### src/design/dams_pkg.sv
// Package: shared types and constants of the deep attenuation map splatter.
package dams_pkg;

    // Command codes
    localparam logic CMD_SPLAT = 1'b0;
    localparam logic CMD_READ  = 1'b1;

    // Configuration register indexes
    localparam logic [2:0] REG_MAP_WIDTH   = 3'd0;
    localparam logic [2:0] REG_MAP_HEIGHT  = 3'd1;
    localparam logic [2:0] REG_LAYER_COUNT = 3'd2;
    localparam logic [2:0] REG_SPACING     = 3'd3;
    localparam logic [2:0] REG_EXPO        = 3'd4;

    localparam logic [31:0] DEPTH_EMPTY = 32'hFFFF_FFFF;

    // Input beat
    typedef struct packed {
        logic               command;
        logic signed [23:0] pos_x;
        logic signed [23:0] pos_y;
        logic [31:0]        depth_in;
        logic [15:0]        atten_red;
        logic [15:0]        atten_green;
        logic [15:0]        atten_blue;
        logic [6:0]         read_column;
        logic [6:0]         read_row;
        logic [2:0]         read_layer;
    } in_t;

    // Result beat
    typedef struct packed {
        logic [31:0] first_depth;
        logic [15:0] layer_red;
        logic [15:0] layer_green;
        logic [15:0] layer_blue;
    } out_t;

    // Classified command handed from front to back
    typedef struct packed {
        logic               is_read;
        logic signed [17:0] px;
        logic signed [17:0] py;
        logic [7:0]         ax;
        logic [7:0]         ay;
        logic [31:0]        depth;
        logic [2:0][15:0]   atten;
        logic [6:0]         rcol;
        logic [6:0]         rrow;
        logic [2:0]         rlay;
    } item_t;

    // Configuration after clamping to the map maxima
    typedef struct packed {
        logic [15:0] width;
        logic [15:0] height;
        logic [7:0]  layers;
        logic [31:0] spacing;
        logic        expo;
    } cfg_t;

endpackage

### src/design/dams_front.sv
// Front: accepts commands, splits sample coordinates, queues them for the back.
module dams_front (
    input  logic           clk,
    input  logic           rst_n,
    input  logic           in_valid,
    output logic           in_stall,
    input  dams_pkg::in_t  in_data,
    output logic           q_valid,
    output dams_pkg::item_t q_item,
    input  logic           pop
);
    import dams_pkg::*;

    item_t       item;
    item_t       q_reg [2];
    logic        wr_ptr_reg, rd_ptr_reg;
    logic [1:0]  cnt_reg;
    logic        push;
    logic signed [24:0] tx, ty;

    // Coordinate minus one half: floor pixel and 0.8 fraction
    always_comb
    begin
        tx = 25'(in_data.pos_x) - 25'sd128;
        ty = 25'(in_data.pos_y) - 25'sd128;
        item.is_read = (in_data.command == CMD_READ);
        item.px      = 18'(tx >>> 8);
        item.py      = 18'(ty >>> 8);
        item.ax      = tx[7:0];
        item.ay      = ty[7:0];
        item.depth   = in_data.depth_in;
        item.atten   = {in_data.atten_red, in_data.atten_green, in_data.atten_blue};
        item.rcol    = in_data.read_column;
        item.rrow    = in_data.read_row;
        item.rlay    = in_data.read_layer;
    end

    assign in_stall = (cnt_reg == 2'd2);
    assign push     = in_valid && !in_stall;
    assign q_valid  = (cnt_reg != 2'd0);
    assign q_item   = q_reg[rd_ptr_reg];

    // Two-entry queue storage
    always_ff @(posedge clk)
    begin
        if (push)
        begin
            q_reg[wr_ptr_reg] <= item;
        end
    end

    // Queue pointers and fill count
    always_ff @(posedge clk or negedge rst_n)
    begin
        if (!rst_n)
        begin
            wr_ptr_reg <= 1'b0;
            rd_ptr_reg <= 1'b0;
            cnt_reg    <= 2'd0;
        end
        else
        begin
            if (push)
            begin
                wr_ptr_reg <= !wr_ptr_reg;
            end
            if (pop)
            begin
                rd_ptr_reg <= !rd_ptr_reg;
            end
            cnt_reg <= cnt_reg + 2'(push) - 2'(pop);
        end
    end
endmodule

### config.mk
export PLATFORM = sky130hd
export DESIGN_NAME = dams_front
export DESIGN_NICKNAME = d
export VERILOG_FILES = /design/src/design/dams_pkg.sv /design/src/design/dams_front.sv
export SDC_FILE = /design/constraint.sdc
export NUM_CORES = 1
export LEC_CHECK = 0
export BUFFER_PORTS_ARGS = -buffer_cell sky130_fd_sc_hd__clkbuf_2
export CAP_MARGIN = 20
export CORE_MARGIN = 2
export CORE_UTILIZATION = 35
export DETAILED_ROUTE_END_ITERATION = 10
export PLACE_DENSITY = 0.6
export REMOVE_ABC_BUFFERS = 1
export SETUP_SLACK_MARGIN = 0.5
export SLEW_MARGIN = 20
export SYNTH_ARGS = -nofsm -noshare
export SYNTH_HDL_FRONTEND = slang
export SYNTH_SLANG_ARGS = --single-unit
### constraint.sdc
create_clock -name clk -period 8.3 [get_ports clk]
set_input_delay 0.415 -clock clk [delete_from_list [all_inputs] [get_ports clk]]
set_output_delay 0.415 -clock clk [all_outputs]
set_load 0.005 [all_outputs]
==> results.json, run 1 <==
{
  "worstPathCellList": "buf_4 > mux2_2 > clkbuf_2",
  "top_level_ports": 302,
  "grt_pass1_vias": 6141,
  "cts_setup_buffers": 0,
  "crit_arrival_ns": 2.68,
  "cts.repair.resized": 0,
  "layout.nets": 1039,
  "cts_buffer_depth": 3,
  "postRouteAntennaNets": 0,
  "grt_antenna_before_repair": 2,
  "run_status": "complete, no violations",
  "fill_cells": 2883,
  "ir_drop_uv": 176,
  "synth_top_area_share_pct": 77.9,
  "holdBufCountCts": 1,
  "power.leakage_nw": 5.47,
  "io_buffers": 301,
  "dieArea_mm2": 0.0341,
  "slew_viol_final": 0,
  "slew_headroom_pct": 28.4,
  "setup_tns_ns": 0,
  "wl_per_cell_um": 17.4,
  "rsz0062_at_grt": "no",
  "syn_area_per_cell_um2": 20.3,
  "area_delta_synth_final_pct": 27.5,
  "setup_viol": 0,
  "fin_crit_ns": 3.10,
  "synthTopCellsByArea": "edfxtp_1 (78%), mux2_2 (15%), xor2_1 (1.8%), dfrtp_1 (0.88%), xnor2_1 (0.69%)",
  "multi_input_area_mm2": 0.00233,
  "htreeDepth": 1,
  "regArea_mm2": 0.00899,
  "crit_fanout": 75,
  "hpwl_um": 15500,
  "hold_path.class": "primary input to flop",
  "maxCapViolCount": 0,
  "drive_gt1_share_pct": 56.1,
  "via_per_inst": 4.55,
  "startpoint": "rd_ptr_reg",
  "syn_area_mm2": 0.0114,
  "grt.overflow.total": 0,
  "initial_core_util_pct": 35.4,
  "rows": 66,
  "ys.flop_type": "edfxtp_1",
  "worst_pin_slew_ns": 1.07,
  "insertion_delay_ns": 0.55,
  "root_buffer": "clkbuf_16",
  "max_stage_delay_ns": 0.84,
  "place_congestion": 0.769,
  "grt_pass1_wl_um": 34700,
  "setup.worst_path.class": "flop to output port",
  "synth_edf_count": 296,
  "worst_slack_ns": 5.20,
  "yosys.area.top_type": "edfxtp_1",
  "pre_cts_slack_ns": 5.16,
  "worst_setup_path_end_kind": "output port",
  "yosys_register_bits": 300,
  "synthMostInstantiatedCell": "edfxtp_1",
  "async_reset_ff_share_pct": 1.33,
  "finClkSkew_ns": 0.00941,
  "hold_path_startpoint": "in_data[54]",
  "critPathSlowestCell": "buf_4",
  "synthCells": 563,
  "synthDistinctLibCells": 29,
  "grt_max_degree": 78,
  "drtIter0Drc": 321,
  "track_usage_pct": 13.2,
  "period_share_pct": 37.3,
  "hold_viol_final": 0,
  "wl_um": 23500,
  "cts_tree": "done",
  "die-height_um": 185,
  "seq_area_frac_synth_pct": 78.7,
  "p_per_area_mw_per_mm2": 335,
  "synth_common_cells": "edfxtp_1 (296), mux2_2 (148), xor2_1 (23)",
  "die_x_um": 185,
  "drc": 0,
  "drt_pass1_iterations": 4,
  "yosysWarnings": 0,
  "largest_reg_flops": 296,
  "vias": 6150,
  "path_clk_slew_ns": 0.06,
  "clock-sinks": 300,
  "required_ns": 7.89,
  "fmax_mhz": 323,
  "cts_buffers": 31,
  "coreArea_mm2": 0.0323,
  "r2r_start": "cnt_reg[1]",
  "start_kind": "flop"
}
[worst max-delay path: cells and delay by family (launching register included)]
family | cells | cell delay [ns]
mux | 1 | 0.43
buf+inv | 2 | 0.96
flops | 1 | 0.67
[logic make-up after synthesis]
logic type	Yosys count	share of synthesized area [%]
DFF	300	78.7
muxes	148	14.6
and+or+nand+nor	45	2.35
xor gates and xnor gates	32	2.46
buffers and inverters	28	0.997
AOI/OAI and AO/OA	6	0.427
adders and majority gates	4	0.438
[where the power goes]
| group | leakage (nW) | switching (mW) | internal, mW | total [mW] |
|---|---|---|---|---|
| Combinational | 2.17 | 0.664 | 0.629 | 1.29 |
| Clock | 0.509 | 0.543 | 0.861 | 1.40 |
| Sequential | 2.79 | 0.0967 | 2.08 | 2.17 |
[cell type report]
class | instances | area share [%]
repair buffers | 309 | 11.1
diodes | 2 | 0.0344
flip-flops and latches | 300 | 61.8
clock buffers | 35 | 5.43
clock inverters | 21 | 1.68
multi-input cells | 235 | 16.0
well taps | 442 | 3.80
inverters | 8 | 0.206
[path summary, 6_finish.rpt]
path / to / slack (ns) / depth (start not counted)
setup reg to reg: q_reg[1][121] / 5.62 / 4
min in group asynchronous: cnt_reg[0] / 0.22 / 2
max in group asynchronous: rd_ptr_reg / 7.94 / 2
setup / recovery: q_item[96] / 5.20 / 3
hold reg to reg: cnt_reg[1] / 0.51 / 1
hold / removal: q_reg[1][54] / 0.05 / 1
[layout by cell type (no fill, tap or decap), types with 2 or more instances in the layout]
master	count
clkbuf_2	301
edfxtp_1	296
mux2_2	148
clkbuf_16	31
xor2_1	23
xnor2_1	9
nor3_1	9
clkinv_1	9
inv_1	8
nor2_1	7
clkinv_2	6
bufinv_16	6
buf_4	5
or3_1	4
or4_1	4
nand2b_1	4
nor4_1	4
nand2_1	4
ha_1	4
clkbuf_1	4
dfrtp_1	3
diode_2	2
or4_4	2
o21bai_1	2
nor3_2	2
buf_16	2
[stage by stage]
step	instances	util, %	cell area (um2)	hold WS [ns]	total power [mW]
final	1352	45.1	14600	0.0521	4.87
after global routing	1350	45.0	14500	0.0126	5.13
after CTS	1348	44.9	14500	0.0172	4.94
after detailed placement	1291	41.6	13400	0.235	3.51
after global placement	1291	41.6	13400	0.235	3.50
after floorplan	543	-	11300	0.119	3.02
[layer usage]
metal	wire length (um)	global-route usage [%]
met5	13	0
met4	641	4.22
met3	1710	3.85
met2	11500	22.5
met1	9580	16.2
(Power assumes the default switching activity.)
==> inputs of run 2 (changes only) <==
--- a/config.mk
+++ b/config.mk
@@ -5,12 +5,13 @@
 export SDC_FILE = /design/constraint.sdc
 export NUM_CORES = 1
 export LEC_CHECK = 0
+export ABC_AREA = 1
 export BUFFER_PORTS_ARGS = -buffer_cell sky130_fd_sc_hd__clkbuf_2
 export CAP_MARGIN = 20
 export CORE_MARGIN = 2
 export CORE_UTILIZATION = 35
 export DETAILED_ROUTE_END_ITERATION = 10
-export PLACE_DENSITY = 0.6
+export PLACE_DENSITY = 0.59
 export REMOVE_ABC_BUFFERS = 1
 export SETUP_SLACK_MARGIN = 0.5
 export SLEW_MARGIN = 20
==> constraint.sdc (replaced) <==
create_clock -name clk -period 3.2 [get_ports clk]
set_input_delay 0.16 -clock clk [delete_from_list [all_inputs] [get_ports clk]]
set_output_delay 0.16 -clock clk [all_outputs]
set_load 0.005 [all_outputs]
==> results.json, run 2 <==
{
  "synthDistinctLibCells": 19,
  "syn_area_mm2": 0.0121,
  "setup.worst_path.class": "flop to output port",
  "die-height_um": 190,
  "cts.repair.resized": 0,
  "rows": 68,
  "grt_pass1_wl_um": 39400,
  "synth_top_area_share_pct": 73.4,
  "worst_setup_path_end_kind": "output port",
  "insertion_delay_ns": 0.52,
  "crit_fanout": 92,
  "crit_buf_inv": 2,
  "hold_path_startpoint": "in_data[131]",
  "fin_crit_ns": 2.31,
  "clock-sinks": 300,
  "track_usage_pct": 14.1,
  "worst_slack_ns": 0.893,
  "htreeDepth": 2,
  "min_to": "q_reg[1][133]",
  "setup_tns_ns": 0,
  "initial_core_util_pct": 35.3,
  "p_switching_mw": 3.72,
  "io_buffers": 301,
  "fill_cells": 2900,
  "via_per_inst": 4.40,
  "layout.nets": 1284,
  "period_share_pct": 72.1,
  "pre_cts_slack_ns": 1.11,
  "regArea_mm2": 0.00899,
  "synthMostInstantiatedCell": "edfxtp_1",
  "place_area_mm2": 0.0142,
  "whs_ns": 0.0334,
  "drc": 0,
  "grt_pass1_vias": 7310,
  "final_cells": 1611,
  "critPathSlowestCell": "dfrtp_4",
  "place_congestion": 0.741,
  "seq_area_frac_synth_pct": 74.2,
  "worst_pin_slew_ns": 0.837,
  "async_reset_ff_share_pct": 1.33,
  "p_per_area_mw_per_mm2": 811,
  "required_ns": 3.04,
  "rsz0062_at_grt": "no",
  "drt_pass1_iterations": 4,
  "r2r_slack_ns": 1.13,
  "grt_max_degree": 93,
  "slew_viol_final": 0,
  "synthTopCellsByArea": "edfxtp_1 (73%), mux2_4 (12%), mux2_2 (4.5%), nand2_1 (2.4%), nor2_1 (1.4%)",
  "clkPwrFrac_pct": 28.2,
  "maxCapViolCount": 0,
  "wl_per_cell_um": 16.2,
  "run_status": "complete, no violations",
  "area_delta_synth_final_pct": 38.3,
  "final_cell_mix": "clkbuf_2 (301), edfxtp_1 (296), dlygate4sd3_1 (142), mux2_4 (100), nand2_1 (77)",
  "cts_setup_buffers": 0,
  "path_clk_slew_ns": 0.05,
  "fmax_mhz": 433,
  "finalInstanceArea_mm2": 0.0168,
  "fin_util_pct": 48.9,
  "cp_top_family": "buffers and inverters",
  "drive_gt1_share_pct": 44.9,
  "hold_path.class": "primary input to flop",
  "max_stage_delay_ns": 0.44,
  "wl_um": 26100,
  "crit_arrival_ns": 2.15,
  "postRouteAntennaNets": 0,
  "cts_buffer_depth": 3,
  "die_x_um": 190,
  "dp_cells": 1406,
  "r2r_start": "cnt_reg[1]",
  "vias": 7087,
  "rr_endpoint": "q_reg[0][104]",
  "synth_edf_count": 296,
  "grt_antenna_before_repair": 1,
  "multi_input_area_mm2": 0.00287,
  "cts_buffers": 35,
  "top_level_ports": 302,
  "p_total_mw": 13.6,
  "finClkSkew_ns": 0.0129,
  "root_buffer": "clkbuf_16",
  "r2r_cells": 4,
  "hold_path_depth": 2,
  "grt.overflow.total": 0,
  "internal_power_mw": 9.88,
  "synthCells": 657,
  "holdBufCountCts": 142,
  "dieArea_mm2": 0.0361,
  "switching_share_pct": 27.4,
  "hpwl_um": 16800,
  "ir_drop_uv": 557,
  "syn_area_per_cell_um2": 18.4,
  "start_kind": "flop",
  "yosys.area.top_type": "edfxtp_1",
  "coreArea_mm2": 0.0343,
  "final_common_cell": "clkbuf_2",
  "slew_headroom_pct": 44.2,
  "p_comb_share_pct": 30.8,
  "power_frac_seq_pct": 41.0,
  "yosysWarnings": 0,
  "worstPathCellList": "buf_12 > mux2_2 > clkbuf_2",
  "power.leakage_nw": 6.77,
  "cts_tree": "done",
  "largest_reg_flops": 296,
  "hold_viol_final": 0,
  "synth_common_cells": "edfxtp_1 (296), mux2_4 (100), nand2_1 (77)",
  "yosys_register_bits": 300,
  "drtIter0Drc": 300,
  "setup_viol": 0,
  "ys.flop_type": "edfxtp_1"
}
==> run 2: logic make-up after synthesis <==
| logic type | Yosys count | share of synthesized area [%] |
|---|---|---|
| flip-flops | 300 | 74.2 |
| multiplexers | 148 | 16.9 |
| AND/OR/NAND/NOR | 143 | 4.93 |
| buffers and inverters | 43 | 2.29 |
| XOR/XNOR | 18 | 1.30 |
| adder cells (fa/ha/maj) | 4 | 0.413 |
| AO/OA/AOI/OAI | 1 | 0.0413 |
==> run 2: power by group through the flow <==
stage | sequential, mW | clock [mW] | combinational [mW]
2_1_floorplan | 5.98 | 0 | 2.03
6_report | 5.57 | 3.84 | 4.19
3_3_place_gp | 5.61 | 0 | 4.11
5_1_grt | 5.64 | 4.12 | 4.50
3_5_place_dp | 5.65 | 0 | 4.11
4_1_cts | 5.57 | 3.97 | 4.27
==> run 2: worst max-delay path by stage <==
| stage | from | to | cells past startpoint |
|---|---|---|---|
| after floorplan | cnt_reg[1] | q_reg[0][0] | 3 |
| after global placement | cnt_reg[1] | q_reg[0][128] | 4 |
| after detailed placement | cnt_reg[1] | q_reg[0][128] | 4 |
| after CTS | rd_ptr_reg | q_item[20] | 3 |
| after global routing | rd_ptr_reg | q_item[19] | 3 |
| final | rd_ptr_reg | q_item[20] | 3 |
==> run 2: metal layers <==
metal	track usage, %	wire length [um]
met4	5.78	697
met1	17.6	11100
met2	23.4	12500
met3	3.78	1820
met5	0	0
==> run 2: area by class of cell <==
type                    instances  area share (%)
multi-input cells             314            17.1
well taps                     455            3.40
flip-flops and latches        300            53.7
clock buffers                  45            5.82
diodes                          1          0.0149
clock inverters                17           0.851
repair buffers                455            18.6
inverters                      24           0.538
==> inputs of run 3 (changes only) <==
==> constraint.sdc (replaced) <==
create_clock -name clk -period 2.36 [get_ports clk]
set_input_delay 0.118 -clock clk [delete_from_list [all_inputs] [get_ports clk]]
set_output_delay 0.118 -clock clk [all_outputs]
set_load 0.005 [all_outputs]
==> results.json, run 3 (synthesis gave the netlist of run 2 again) <==
{
  "grt_antenna_before_repair": 2,
  "cts_tree": "done",
  "setup.worst_path.class": "flop to output port",
  "rsz0062_at_grt": "yes",
  "p_total_mw": 19.0,
  "layout.nets": 1298,
  "grt_pass1_vias": 7465,
  "drtIter0Drc": 301,
  "drc": 0,
  "r2r_cells": 4,
  "die_x_um": 190,
  "period_share_pct": 83.2,
  "area_delta_synth_final_pct": 40.6,
  "grt.overflow.total": 0,
  "p_comb_share_pct": 33.7,
  "worstPathCellList": "buf_12 > mux2_2 > clkbuf_2",
  "initial_core_util_pct": 35.3,
  "critPathSlowestCell": "dfrtp_4",
  "grt_max_degree": 89,
  "die-height_um": 190,
  "setup_tns_ns": 0,
  "hold_viol_final": 0,
  "cts_buffers": 35,
  "drive_gt1_share_pct": 45.3,
  "postRouteAntennaNets": 0,
  "switching_share_pct": 27.9,
  "clock-sinks": 300,
  "final_cell_mix": "clkbuf_2 (300), edfxtp_1 (296), dlygate4sd3_1 (147), mux2_4 (100), nand2_1 (77)",
  "coreArea_mm2": 0.0343,
  "internal_power_mw": 13.7,
  "worst_setup_path_end_kind": "output port",
  "p_per_area_mw_per_mm2": 1110,
  "rows": 68,
  "power_frac_seq_pct": 39.9,
  "power.leakage_nw": 6.90,
  "dieArea_mm2": 0.0361,
  "path_clk_slew_ns": 0.06,
  "vias": 7209,
  "htreeDepth": 2,
  "cts_buffer_depth": 3,
  "hold_path.class": "primary input to flop",
  "setup_viol": 0,
  "final_common_cell": "clkbuf_2",
  "io_buffers": 301,
  "wl_per_cell_um": 16.8,
  "run_status": "complete, no violations",
  "drt_pass1_iterations": 4,
  "crit_arrival_ns": 1.85,
  "top_level_ports": 302,
  "largest_reg_flops": 296,
  "hold_path_depth": 3,
  "slew_headroom_pct": 62.6,
  "hpwl_um": 16200,
  "place_congestion": 0.746,
  "ir_drop_uv": 802,
  "fin_crit_ns": 1.96,
  "finClkSkew_ns": 0.00870,
  "via_per_inst": 4.43,
  "grt_pass1_wl_um": 40500,
  "max_stage_delay_ns": 0.49,
  "required_ns": 2.24,
  "clkPwrFrac_pct": 26.4,
  "crit_fanout": 44,
  "slew_viol_final": 0,
  "root_buffer": "clkbuf_16",
  "maxCapViolCount": 0,
  "fmax_mhz": 509,
  "wl_um": 27300,
  "worst_slack_ns": 0.397,
  "start_kind": "flop",
  "insertion_delay_ns": 0.50,
  "pre_cts_slack_ns": 0.499,
  "worst_pin_slew_ns": 0.561,
  "p_switching_mw": 5.30,
  "track_usage_pct": 14.5
}
## run 3: final timing paths
| check | slack (ns) | to | startpoint |
|---|---|---|---|
| min reg2reg | 0.59 | cnt_reg[0] | cnt_reg[0] |
| min in group asynchronous | 0.53 | cnt_reg[1] | rst_n |
| max in group asynchronous | 1.64 | rd_ptr_reg | rst_n |
| min | 0.04 | q_reg[1][122] | in_data[114] |
| max | 0.40 | q_item[24] | rd_ptr_reg |
| max reg2reg | 0.65 | q_reg[0][76] | cnt_reg[1] |
## run 3: final cells by class
type                       count  area [um2]
clock inverter                20         135
antenna                        2        5.00
multi-input combinational    314        2870
fill                        2881       17200
sequential                   300        8990
timing repair buffer         469        3440
tap                          455         569
clock buffer                  42         945
inverter                      24        90.1
## run 3: power by group through the flow
stage               combinational, mW  clock, mW  sequential [mW]
floorplan                        2.08          0             7.58
global placement                 5.53          0             7.62
detailed placement               5.51          0             7.67
CTS                              6.34       5.19             7.57
global route                     6.85       5.37             7.68
finish                           6.39       5.01             7.58
## run 3: timing repair
action,4_1_cts,5_1_grt
setup endpoints to repair,151,150
cloned,6,3
resized for setup,10,7
buffers inserted,5,0
hold buffers,147,0
endpoints found under the hold margin,296,0
## run 3: worst max-delay path, delay by kind of cell (launching register included)
kind	cells	cell delay, ns
buffers and inverters	2	0.40
muxes	1	0.37
DFF	1	0.49
## run 3: metrics by stage
stage | instance area [um2] | cells | hold slack (ns) | util (%)
2_1_floorplan | 11900 | 638 | -0.178 | -
5_1_grt | 17000 | 1624 | 0.0268 | 49.7
3_3_place_gp | 14200 | 1401 | -0.0680 | 41.3
6_report | 17000 | 1626 | 0.0422 | 49.7
3_5_place_dp | 14200 | 1401 | -0.0675 | 41.3
4_1_cts | 17000 | 1621 | 0.00490 | 49.4
## run 3: metal layers
metal | vias up | GRT usage, % | wire, um
li1 | 3418 | - | -
met1 | 3513 | 17.9 | 11500
met2 | 224 | 24.9 | 13400
met3 | 54 | 3.93 | 1810
met4 | 0 | 4.56 | 590
met5 | - | 0 | 0
